--- config.mk ---
export PLATFORM = sky130hd
export DESIGN_NAME = akf_ctrl
export DESIGN_NICKNAME = d
export VERILOG_FILES = /design/src/rtl/core/akf_pkg.sv /design/src/rtl/core/akf_ctrl.sv
export SDC_FILE = /design/constraint.sdc
export NUM_CORES = 1
export LEC_CHECK = 0
export BUFFER_PORTS_ARGS = -buffer_cell sky130_fd_sc_hd__buf_2
export CAP_MARGIN = 20
export CORE_AREA = 2 2 44 56
export DETAILED_ROUTE_END_ITERATION = 10
export DIE_AREA = 0 0 46 58
export GPL_TIMING_DRIVEN = 0
export PLACE_DENSITY_LB_ADDON = 0.08
export SLEW_MARGIN = 40
export SYNTH_ARGS = -nofsm -noshare
export SYNTH_HDL_FRONTEND = slang
export SYNTH_SLANG_ARGS = --single-unit
--- constraint.sdc ---
create_clock -name clk -period 2.5 [get_ports clk]
set_input_delay 0.375 -clock clk [delete_from_list [all_inputs] [get_ports clk]]
set_output_delay 0.375 -clock clk [all_outputs]
set_load 0.05 [all_outputs]
--- src/rtl/core/akf_pkg.sv ---
// shared widths, step codes, command and status types and saturation helpers
package akf_pkg;

	localparam int ANGLE_W   = 32;
	localparam int COV_W     = 48;
	localparam int DT_W      = 20;
	localparam int WIDE_W    = 52;
	localparam int OPND_W    = 49;
	localparam int MAG_W     = 48;
	localparam int PROD_W    = 96;
	localparam int DIV_W     = 78;
	localparam int DIV_CNT_W = 7;
	localparam int IDX_W     = 2;

	localparam logic [IDX_W-1:0] REG_Q_ANGLE = 2'd0;
	localparam logic [IDX_W-1:0] REG_Q_BIAS  = 2'd1;
	localparam logic [IDX_W-1:0] REG_R_MEAS  = 2'd2;

	localparam logic [ANGLE_W-1:0] Q_ANGLE_RST = 32'd1073742;
	localparam logic [ANGLE_W-1:0] Q_BIAS_RST  = 32'd3221225;
	localparam logic [ANGLE_W-1:0] R_MEAS_RST  = 32'd32212255;

	typedef enum logic [3:0] {
		ST_LOAD,
		ST_RATE,
		ST_ANG,
		ST_DTP11,
		ST_P00,
		ST_P11,
		ST_DIV0,
		ST_DIV1,
		ST_K0Y,
		ST_K1Y,
		ST_K0P00,
		ST_K0P01,
		ST_K1P00,
		ST_K1P01
	} step_t;

	typedef struct packed {
		logic  capture;
		logic  mul_start;
		logic  div_start;
		logic  commit;
		logic  out_load;
		step_t step;
	} cmd_t;

	typedef struct packed {
		logic mul_done;
		logic div_done;
	} sts_t;

	function automatic logic step_uses_mul(input step_t st);
		logic r;
		unique case (st)
			ST_ANG, ST_DTP11, ST_P00, ST_P11, ST_K0Y, ST_K1Y,
			ST_K0P00, ST_K0P01, ST_K1P00, ST_K1P01: r = 1'b1;
			default: r = 1'b0;
		endcase
		return r;
	endfunction

	function automatic logic step_uses_div(input step_t st);
		return (st == ST_DIV0) || (st == ST_DIV1);
	endfunction

	function automatic logic signed [ANGLE_W-1:0] sat32(input logic signed [WIDE_W-1:0] v);
		logic signed [ANGLE_W-1:0] r;
		if ((&v[WIDE_W-1:ANGLE_W-1]) || !(|v[WIDE_W-1:ANGLE_W-1])) begin
			r = v[ANGLE_W-1:0];
		end else if (v[WIDE_W-1]) begin
			r = {1'b1, {(ANGLE_W-1){1'b0}}};
		end else begin
			r = {1'b0, {(ANGLE_W-1){1'b1}}};
		end
		return r;
	endfunction

	function automatic logic signed [COV_W-1:0] sat48(input logic signed [WIDE_W-1:0] v);
		logic signed [COV_W-1:0] r;
		if ((&v[WIDE_W-1:COV_W-1]) || !(|v[WIDE_W-1:COV_W-1])) begin
			r = v[COV_W-1:0];
		end else if (v[WIDE_W-1]) begin
			r = {1'b1, {(COV_W-1){1'b0}}};
		end else begin
			r = {1'b0, {(COV_W-1){1'b1}}};
		end
		return r;
	endfunction

endpackage

--- src/rtl/core/akf_ctrl.sv ---
// sequencer that walks the update steps and runs the request handshakes
module akf_ctrl import akf_pkg::*; (
	input  logic clk,
	input  logic arst_n,
	input  logic in_valid,
	output logic in_ready,
	input  logic operation,
	output logic out_valid,
	input  logic out_ready,
	input  sts_t sts,
	output cmd_t cmd
);

	typedef enum logic [1:0] {
		S_IDLE,
		S_EXEC,
		S_WAIT,
		S_OUT
	} state_t;

	state_t state_q;
	step_t  step_q;
	logic   out_valid_q;
	logic   uses_unit, last_step, unit_done;

	assign uses_unit = step_uses_mul(step_q) || step_uses_div(step_q);
	assign last_step = (step_q == ST_LOAD) || (step_q == ST_K1P01);
	assign unit_done = sts.mul_done || sts.div_done;

	assign in_ready      = (state_q == S_IDLE);
	assign out_valid     = out_valid_q;
	assign cmd.capture   = in_valid && in_ready;
	assign cmd.step      = step_q;
	assign cmd.mul_start = (state_q == S_EXEC) && step_uses_mul(step_q);
	assign cmd.div_start = (state_q == S_EXEC) && step_uses_div(step_q);
	assign cmd.commit    = ((state_q == S_EXEC) && !uses_unit)
		|| ((state_q == S_WAIT) && unit_done);
	assign cmd.out_load  = (state_q == S_OUT) && (!out_valid_q || out_ready);

	always_ff @(posedge clk or negedge arst_n) begin
		if (!arst_n) begin
			state_q     <= S_IDLE;
			step_q      <= ST_LOAD;
			out_valid_q <= 1'b0;
		end else begin
			out_valid_q <= cmd.out_load || (out_valid_q && !out_ready);
			unique case (state_q)
				S_IDLE: begin
					if (cmd.capture) begin
						step_q  <= operation ? ST_LOAD : ST_RATE;
						state_q <= S_EXEC;
					end
				end
				S_EXEC, S_WAIT: begin
					if (cmd.commit) begin
						if (last_step) begin
							state_q <= S_OUT;
						end else begin
							step_q  <= step_t'(step_q + 4'd1);
							state_q <= S_EXEC;
						end
					end else if (state_q == S_EXEC) begin
						state_q <= S_WAIT;
					end
				end
				S_OUT: begin
					if (cmd.out_load) begin
						state_q <= S_IDLE;
					end
				end
				default: state_q <= S_IDLE;
			endcase
		end
	end

endmodule

==> impl_metrics.env, run 1 <==
export IMPL_status="completed"
export IMPL_cp_arrival_ns=1.80
export IMPL_worstSetupStartpointType="flip-flop"
export IMPL_core_area_mm2=0.00214
export IMPL_grt_antenna_before_repair=0
export IMPL_cts_tree="built"
export IMPL_met2_length_um=719
export IMPL_crit_fanout=6
export IMPL_netlist_instances=67
export IMPL_avgSynthCellArea_um2=9.19
export IMPL_grt_pass1_vias=542
export IMPL_multi_input_area_um2=424
export IMPL_cts_inserted_buffers=3
export IMPL_vias=549
export IMPL_wl_um=1360
export IMPL_final_cell_mix="buf_2, nand2_1, ha_1, inv_1, dfrtp_1"
export IMPL_clockBufferDepth=2
export IMPL_drive_gt1_share_pct=29.2
export IMPL_drt_iter0_markers=4
export IMPL_grt_max_degree=9
export IMPL_syn_to_final_growth_pct=25.6
export IMPL_top_layer_used="met4"
export IMPL_die_area_mm2=0.00267
export IMPL_wl_met1_um=566
export IMPL_cp_required_ns=2.12
export IMPL_final_hold_viol_count=0
export IMPL_num_nets_final=106
export IMPL_min_to="out_valid$_DFF_PN0_"
export IMPL_place_congestion=0.774
export IMPL_final_seq_area_um2=175
export IMPL_r2r_start="state_q[0]$_DFFE_PN0P_"
export IMPL_rows=19
export IMPL_io_buffers=17
export IMPL_overflow=0
export IMPL_min_from="out_ready"
export IMPL_die_height_um=58
export IMPL_ys_seq_elements=7
export IMPL_drv_slew=0
export IMPL_cts_max_level=1
export IMPL_worst_r2r_endpoint="step_q[0]$_DFFE_PN0P_"
export IMPL_syn_area_um2=616
export IMPL_startpoint="step_q[0]$_DFFE_PN0P_"
export IMPL_dpl_instance_area_um2=737
export IMPL_dp_final_hpwl_um=1120
export IMPL_yosys_warnings=0
export IMPL_clock_fmax_ghz=0.459
export IMPL_hp_class="input pin to flip-flop"
export IMPL_cts_resized_gates=0
export IMPL_cp_end_kind="primary output"
export IMPL_ios=18
export IMPL_drcViolationCount=0
export IMPL_start_util_pct=28.8
export IMPL_slew_limit_headroom_pct=75.3
export IMPL_min_period_over_period_pct=87.1
export IMPL_holdPathStages=3
export IMPL_yosys_cell_types_count=23
export IMPL_track_usage_pct=11.8
export IMPL_fillers=237
export IMPL_finalSetupViolCount=0
export IMPL_antennaDiodeCount=0
export IMPL_max_cap_violations=0
export IMPL_finalClockSkew_ns=0.00198
export IMPL_reg2reg_depth=6
export IMPL_viasPerCell=4.99
export IMPL_setup_tns_ns=0
export IMPL_drtPass1Iterations=4
export IMPL_fin_crit_ns=2.18
export IMPL_synth_seq_area_share_pct=28.5
export IMPL_syn_nets=83
export IMPL_post_drt_wl_per_cell_um=12.4
export IMPL_postCtsSetupBuffers=0
export IMPL_final_antenna_net_count=0
export IMPL_clock_sinks=7
export IMPL_rsz0062_at_grt="false"
export IMPL_tightestPinTransition_ns=0.366
export IMPL_fp_dieW_um=46
export IMPL_r2r_setup_slack_ns=0.79
export IMPL_final_area_um2=773
export IMPL_worstSetupPathType="flip-flop to primary output"
export IMPL_clock_latency_ns=0.25
export IMPL_dr_wl_met3_um=64
export IMPL_final_common_cell="buf_2"
export IMPL_grt_pass1_wl_um=2290
export IMPL_clk_pin_slew_worst_paths_ns=0.05
export IMPL_root_buffer="clkbuf_4"
## registers in the layout (all words and copies together) (netlist names)
name	count
out_valid	1
state_q	2
step_q	4
## area by class of cell
type / instances / area share [%]
Sequential cell: 7 / 22.7
Clock buffer: 4 / 3.40
Multi-Input combinational cell: 53 / 54.9
Tap cell: 21 / 3.40
Timing Repair Buffer: 18 / 12.3
Inverter: 7 / 3.40
## synth_stat cells
library cell / count / area, um^2
dfrtp_1: 7 / 175
o2bb2ai_1: 1 / 8.76
a21oi_2: 1 / 8.76
ha_1: 9 / 113
a2bb2oi_1: 1 / 8.76
nand2b_1: 4 / 25.0
a32oi_1: 1 / 8.76
a211oi_2: 1 / 12.5
nand2_1: 10 / 37.5
nand4_1: 2 / 12.5
o221ai_4: 1 / 26.3
o21ai_0: 2 / 10.0
nor3b_1: 2 / 15.0
nor2_1: 3 / 11.3
nand4bb_1: 1 / 11.3
a21oi_1: 2 / 10.0
mux2i_1: 3 / 30.0
a211oi_1: 1 / 7.51
inv_1: 7 / 26.3
and2_1: 5 / 31.3
nand3_1: 1 / 5.00
mux2_2: 1 / 11.3
a32o_1: 1 / 10.0
## stage by stage
step                      util (%)  hold WS, ns  setup WS (ns)  cells
after floorplan                  -       0.0794          0.340     67
after global placement        34.4        0.225          0.595    105
after detailed placement      34.4        0.225          0.591    105
after CTS                     36.1        0.415          0.306    110
after global routing          36.1        0.417          0.203    110
final                         36.1        0.423          0.322    110
## critical path: stages, from the launching register on
cell and delay, ns:
dfrtp_1 0.44, inv_1 0.12, ha_1 0.21, nor2_1 0.24, o221ai_4 0.19, nand2_1 0.09, buf_2 0.26
## worst max-delay path by stage
stage | endpoint | slack [ns] | cells past startpoint
floorplan | cmd[5] | 0.34 | 5
global placement | cmd[5] | 0.60 | 5
detailed placement | cmd[5] | 0.59 | 6
CTS | cmd[5] | 0.31 | 6
global route | cmd[5] | 0.20 | 5
finish | cmd[5] | 0.32 | 6
## metal layers
layer | track usage (%) | up-vias
met5 | 0 | -
met4 | 3.67 | 0
met3 | 4.67 | 4
met2 | 19.8 | 12
met1 | 13.2 | 252
li1 | - | 281
## logic make-up (layout without fill, tap and decap cells)
logic type | Yosys count | in the layout | synth area share [%]
adder cells (fa/ha/maj) | 9 | 9 | 18.3
buffers and inverters | 7 | 29 | 4.27
multiplexers | 4 | 4 | 6.71
flip-flops | 7 | 7 | 28.5
AND/OR/NAND/NOR | 28 | 28 | 24.2
AO/OA/AOI/OAI | 12 | 12 | 18.1
## repair_timing
action                     CTS  global route
hold buffers                 1             0
hold endpoints to repair     7             0
setup endpoints to repair    0             0
Power of run 1 is left out: the tool's default activity adds up to more than one toggle a clock period on the data nets, which glitch-free logic cannot reach.
==> inputs of run 2 (changes only) <==
BUFFER_PORTS_ARGS = unset   (was -buffer_cell sky130_fd_sc_hd__buf_2)
DONT_BUFFER_PORTS = 1   (was unset)
==> impl_metrics.env, run 2 (same netlist as run 1, synthesis figures left out) <==
export IMPL_fillers=234
export IMPL_top_register="step_q"
export IMPL_worstSetupPathType="flip-flop to primary output"
export IMPL_final_cell_mix="nand2_1, ha_1, inv_1, and2_1"
export IMPL_grt_pass1_wl_um=2500
export IMPL_worstSetupStartpointType="flip-flop"
export IMPL_path_cells="nor2_1 > nor3b_2"
export IMPL_cts_inserted_buffers=3
export IMPL_clock_sinks=7
export IMPL_track_usage_pct=13.3
export IMPL_drtPass1Iterations=4
export IMPL_fin_hold_ws_ns=0.321
export IMPL_crit_fanout=8
export IMPL_status="completed"
export IMPL_overflow=0
export IMPL_clk_pin_slew_worst_paths_ns=0.05
export IMPL_drive_gt1_share_pct=18.1
export IMPL_fin_crit_ns=2.34
export IMPL_num_nets_final=89
export IMPL_grt_pass1_vias=525
export IMPL_die_area_mm2=0.00267
export IMPL_syn_to_final_growth_pct=12.8
export IMPL_reg2reg_depth=6
export IMPL_drcViolationCount=0
export IMPL_rows=19
export IMPL_dp_slack_ns=0.133
export IMPL_cpMaxStageDelayCell="dfrtp_1"
export IMPL_cts_tree="built"
export IMPL_worst_r2r_endpoint="step_q[2]$_DFFE_PN0P_"
export IMPL_postCtsSetupBuffers=0
export IMPL_wl_um=1480
export IMPL_clock_fmax_ghz=0.428
export IMPL_tightestPinTransition_ns=0.828
export IMPL_hp_class="input pin to flip-flop"
export IMPL_dpl_instance_area_um2=652
export IMPL_cpPeakStageDelay_ns=0.75
export IMPL_start_util_pct=28.8
export IMPL_cp_required_ns=2.12
export IMPL_min_to="step_q[0]$_DFFE_PN0P_"
export IMPL_final_area_um2=694
export IMPL_setup_slack_ns=0.161
export IMPL_holdPathStages=2
export IMPL_max_cap_violations=0
export IMPL_antennaDiodeCount=0
export IMPL_vias=487
export IMPL_die_height_um=58
export IMPL_post_drt_wl_per_cell_um=15.9
export IMPL_largest_reg_flops=4
export IMPL_viasPerCell=5.24
export IMPL_r2r_setup_slack_ns=0.37
export IMPL_grt_antenna_before_repair=0
export IMPL_setup_tns_ns=0
export IMPL_dp_final_hpwl_um=1150
export IMPL_startpoint="step_q[3]$_DFFE_PN0P_"
export IMPL_cp_arrival_ns=1.96
export IMPL_finalClockSkew_ns=0.00326
export IMPL_grt_max_degree=9
export IMPL_drv_slew=0
export IMPL_cp_end_kind="primary output"
export IMPL_finalSetupViolCount=0
export IMPL_drt_iter0_markers=12
export IMPL_r2r_start="state_q[1]$_DFFE_PN0P_"
export IMPL_root_buffer="clkbuf_4"
export IMPL_final_hold_viol_count=0
export IMPL_fp_dieW_um=46
export IMPL_rsz0062_at_grt="false"
export IMPL_min_from="operation"
export IMPL_min_period_over_period_pct=93.6
export IMPL_slew_limit_headroom_pct=44.6
export IMPL_clock_latency_ns=0.25
export IMPL_ios=18
export IMPL_clockBufferDepth=2
export IMPL_core_area_mm2=0.00214
export IMPL_final_antenna_net_count=0
export IMPL_place_congestion=0.716
export IMPL_io_buffers=0
export IMPL_cts_max_level=1
-- run 2: layer usage --
layer	vias up	track usage, %	part of all wire (%)
met5	-	0	0
met4	0	7.76	0.81
met3	2	3.74	3.1
met2	8	20.4	54
met1	235	16.1	42
li1	242	-	-
-- run 2: worst max-delay path, delay by kind of cell (launching register included) --
| kind | cells | cell delay [ns] |
|---|---|---|
| simple gates | 2 | 0.96 |
| flops | 1 | 0.75 |
-- run 2: worst max path at each step --
stage          endpoint  slack, ns  depth (start not counted)
4_1_cts          cmd[5]       0.08                          5
3_5_place_dp     cmd[5]       0.13                          5
2_1_floorplan    cmd[5]       0.34                          5
5_1_grt          cmd[7]       0.04                          2
6_report         cmd[7]       0.16                          2
3_3_place_gp     cmd[5]       0.14                          5
-- run 2: area by class of cell --
| type | count | area [um^2] | share of cell area (%) |
|---|---|---|---|
| inverters | 7 | 26.3 | 3.78 |
| multi-input cells | 53 | 427 | 61.4 |
| repair buffers | 1 | 10.0 | 1.44 |
| clock buffers | 4 | 26.3 | 3.78 |
| well taps | 21 | 26.3 | 3.78 |
| flip-flops and latches | 7 | 179 | 25.8 |
-- run 2: timing repair --
action,CTS,global route
resized for setup,3,1
pin swaps,0,0
hold endpoints to repair,7,0
endpoints found under the setup margin,1,1
hold buffers,1,0
-- run 2: per-stage QoR --
| step | cells | util [%] |
|---|---|---|
| final | 93 | 32.5 |
| after detailed placement | 88 | 30.5 |
| after floorplan | 67 | - |
| after CTS | 93 | 32.3 |
| after global placement | 88 | 30.5 |
| after global routing | 93 | 32.5 |
Power of run 2 is left out for the same reason.
==> inputs of run 3 (changes only) <==
CORE_AREA = 2 2 39 41   (was 2 2 44 56)
DIE_AREA = 0 0 41 43   (was 0 0 46 58)
==> impl_metrics.env, run 3 (same netlist as run 1, synthesis figures left out) <==
export IMPL_status="completed"
export IMPL_cts_tree="built"
export IMPL_worstSetupStartpointType="flip-flop"
export IMPL_cp_arrival_ns=1.99
export IMPL_min_from="operation"
export IMPL_min_to="step_q[0]$_DFFE_PN0P_"
export IMPL_drcViolationCount=0
export IMPL_rows=14
export IMPL_clk_pin_slew_worst_paths_ns=0.05
export IMPL_grt_pass1_vias=468
export IMPL_place_congestion=0.842
export IMPL_clock_fmax_ghz=0.423
export IMPL_setup_tns_ns=0
export IMPL_vias=480
export IMPL_final_area_um2=686
export IMPL_min_period_over_period_pct=94.6
export IMPL_final_cell_mix="nand2_1, ha_1, inv_1, and2_1"
export IMPL_r2r_setup_slack_ns=0.36
export IMPL_track_usage_pct=17.9
export IMPL_overflow=0
export IMPL_drv_slew=0
export IMPL_reg2reg_depth=6
export IMPL_clock_sinks=7
export IMPL_slew_limit_headroom_pct=44.5
export IMPL_startpoint="step_q[2]$_DFFE_PN0P_"
export IMPL_use_met1_pct=21.9
export IMPL_die_area_mm2=0.00176
export IMPL_cts_max_level=1
export IMPL_worst_r2r_endpoint="step_q[2]$_DFFE_PN0P_"
export IMPL_drt_iter0_markers=12
export IMPL_grt_max_degree=9
export IMPL_syn_to_final_growth_pct=11.4
export IMPL_viasPerCell=5.45
export IMPL_worstSetupPathType="flip-flop to primary output"
export IMPL_cp_end_kind="primary output"
export IMPL_fin_crit_ns=2.36
export IMPL_cts_inserted_buffers=3
export IMPL_max_cap_violations=0
export IMPL_hp_class="input pin to flip-flop"
export IMPL_grt_util_met3_pct=8.38
export IMPL_clock_latency_ns=0.26
export IMPL_core_area_mm2=0.00138
export IMPL_io_buffers=0
export IMPL_cp_required_ns=2.12
export IMPL_rsz0062_at_grt="false"
export IMPL_met2_usage_pct=24.7
export IMPL_tightestPinTransition_ns=0.829
export IMPL_drtPass1Iterations=4
export IMPL_dpl_instance_area_um2=646
export IMPL_largest_reg_flops=4
export IMPL_final_common_cell="nand2_1"
export IMPL_final_hold_viol_count=0
export IMPL_top_usage_layer="met2"
export IMPL_final_antenna_net_count=0
export IMPL_finalClockSkew_ns=0.00652
export IMPL_dp_final_hpwl_um=995
export IMPL_clockBufferDepth=2
export IMPL_grt_pass1_wl_um=2040
export IMPL_top_register="step_q"
export IMPL_antennaDiodeCount=0
export IMPL_ios=18
export IMPL_post_drt_wl_per_cell_um=14.4
export IMPL_num_nets_final=89
export IMPL_holdPathStages=2
export IMPL_r2r_start="state_q[1]$_DFFE_PN0P_"
export IMPL_die_height_um=43
export IMPL_start_util_pct=44.5
export IMPL_grt_antenna_before_repair=0
export IMPL_finalSetupViolCount=0
export IMPL_crit_fanout=7
export IMPL_wl_um=1270
export IMPL_root_buffer="clkbuf_4"
export IMPL_fp_dieW_um=41
export IMPL_drive_gt1_share_pct=16.7
run 3: changes by cell type in the layout (fill, tap and decap cells not counted):
cell and change:
nand2_1 +1, nand2_2 -1
run 3: metrics by stage:
stage	util [%]	worst slack [ns]	instances	hold WS (ns)
6_report	49.5	0.136	88	0.320
5_1_grt	49.5	0.0201	88	0.316
4_1_cts	49.5	0.104	88	0.307
3_5_place_dp	46.7	0.165	83	0.0796
3_3_place_gp	46.7	0.174	83	0.0796
2_1_floorplan	-	0.340	67	0.0794
run 3: worst max path at each step:
stage	endpoint	depth (start not counted)
finish	cmd[5]	4
floorplan	cmd[5]	5
global route	cmd[5]	5
detailed placement	cmd[5]	5
CTS	cmd[5]	5
global placement	cmd[5]	5
run 3: routing by layer:
metal	part of all wire, %	vias to the layer above
li1	-	241
met1	43	216
met4	2.1	0
met2	47	18
met3	8.1	5
met5	0	-
run 3: timing repair:
item                                   4_1_cts  5_1_grt
setup endpoints to repair                    1        0
hold buffers                                 1        0
endpoints found under the hold margin        7        0
resized for setup                            3        0
buffers inserted                             0        0
run 3: critical path, stage by stage, from the launching register on:
cell	delay (ns)
dfrtp_2	0.57
ha_1	0.30
nor2_1	0.26
o221ai_4	0.20
nand2_1	0.39
run 3: area by class of cell:
type,count,area [um^2]
Fill cell,148,698
Sequential cell,7,179
Inverter,7,26.3
Multi-Input combinational cell,53,424
Clock buffer,4,26.3
Tap cell,16,20.0
Timing Repair Buffer,1,10.0
Power of run 3 is left out for the same reason.
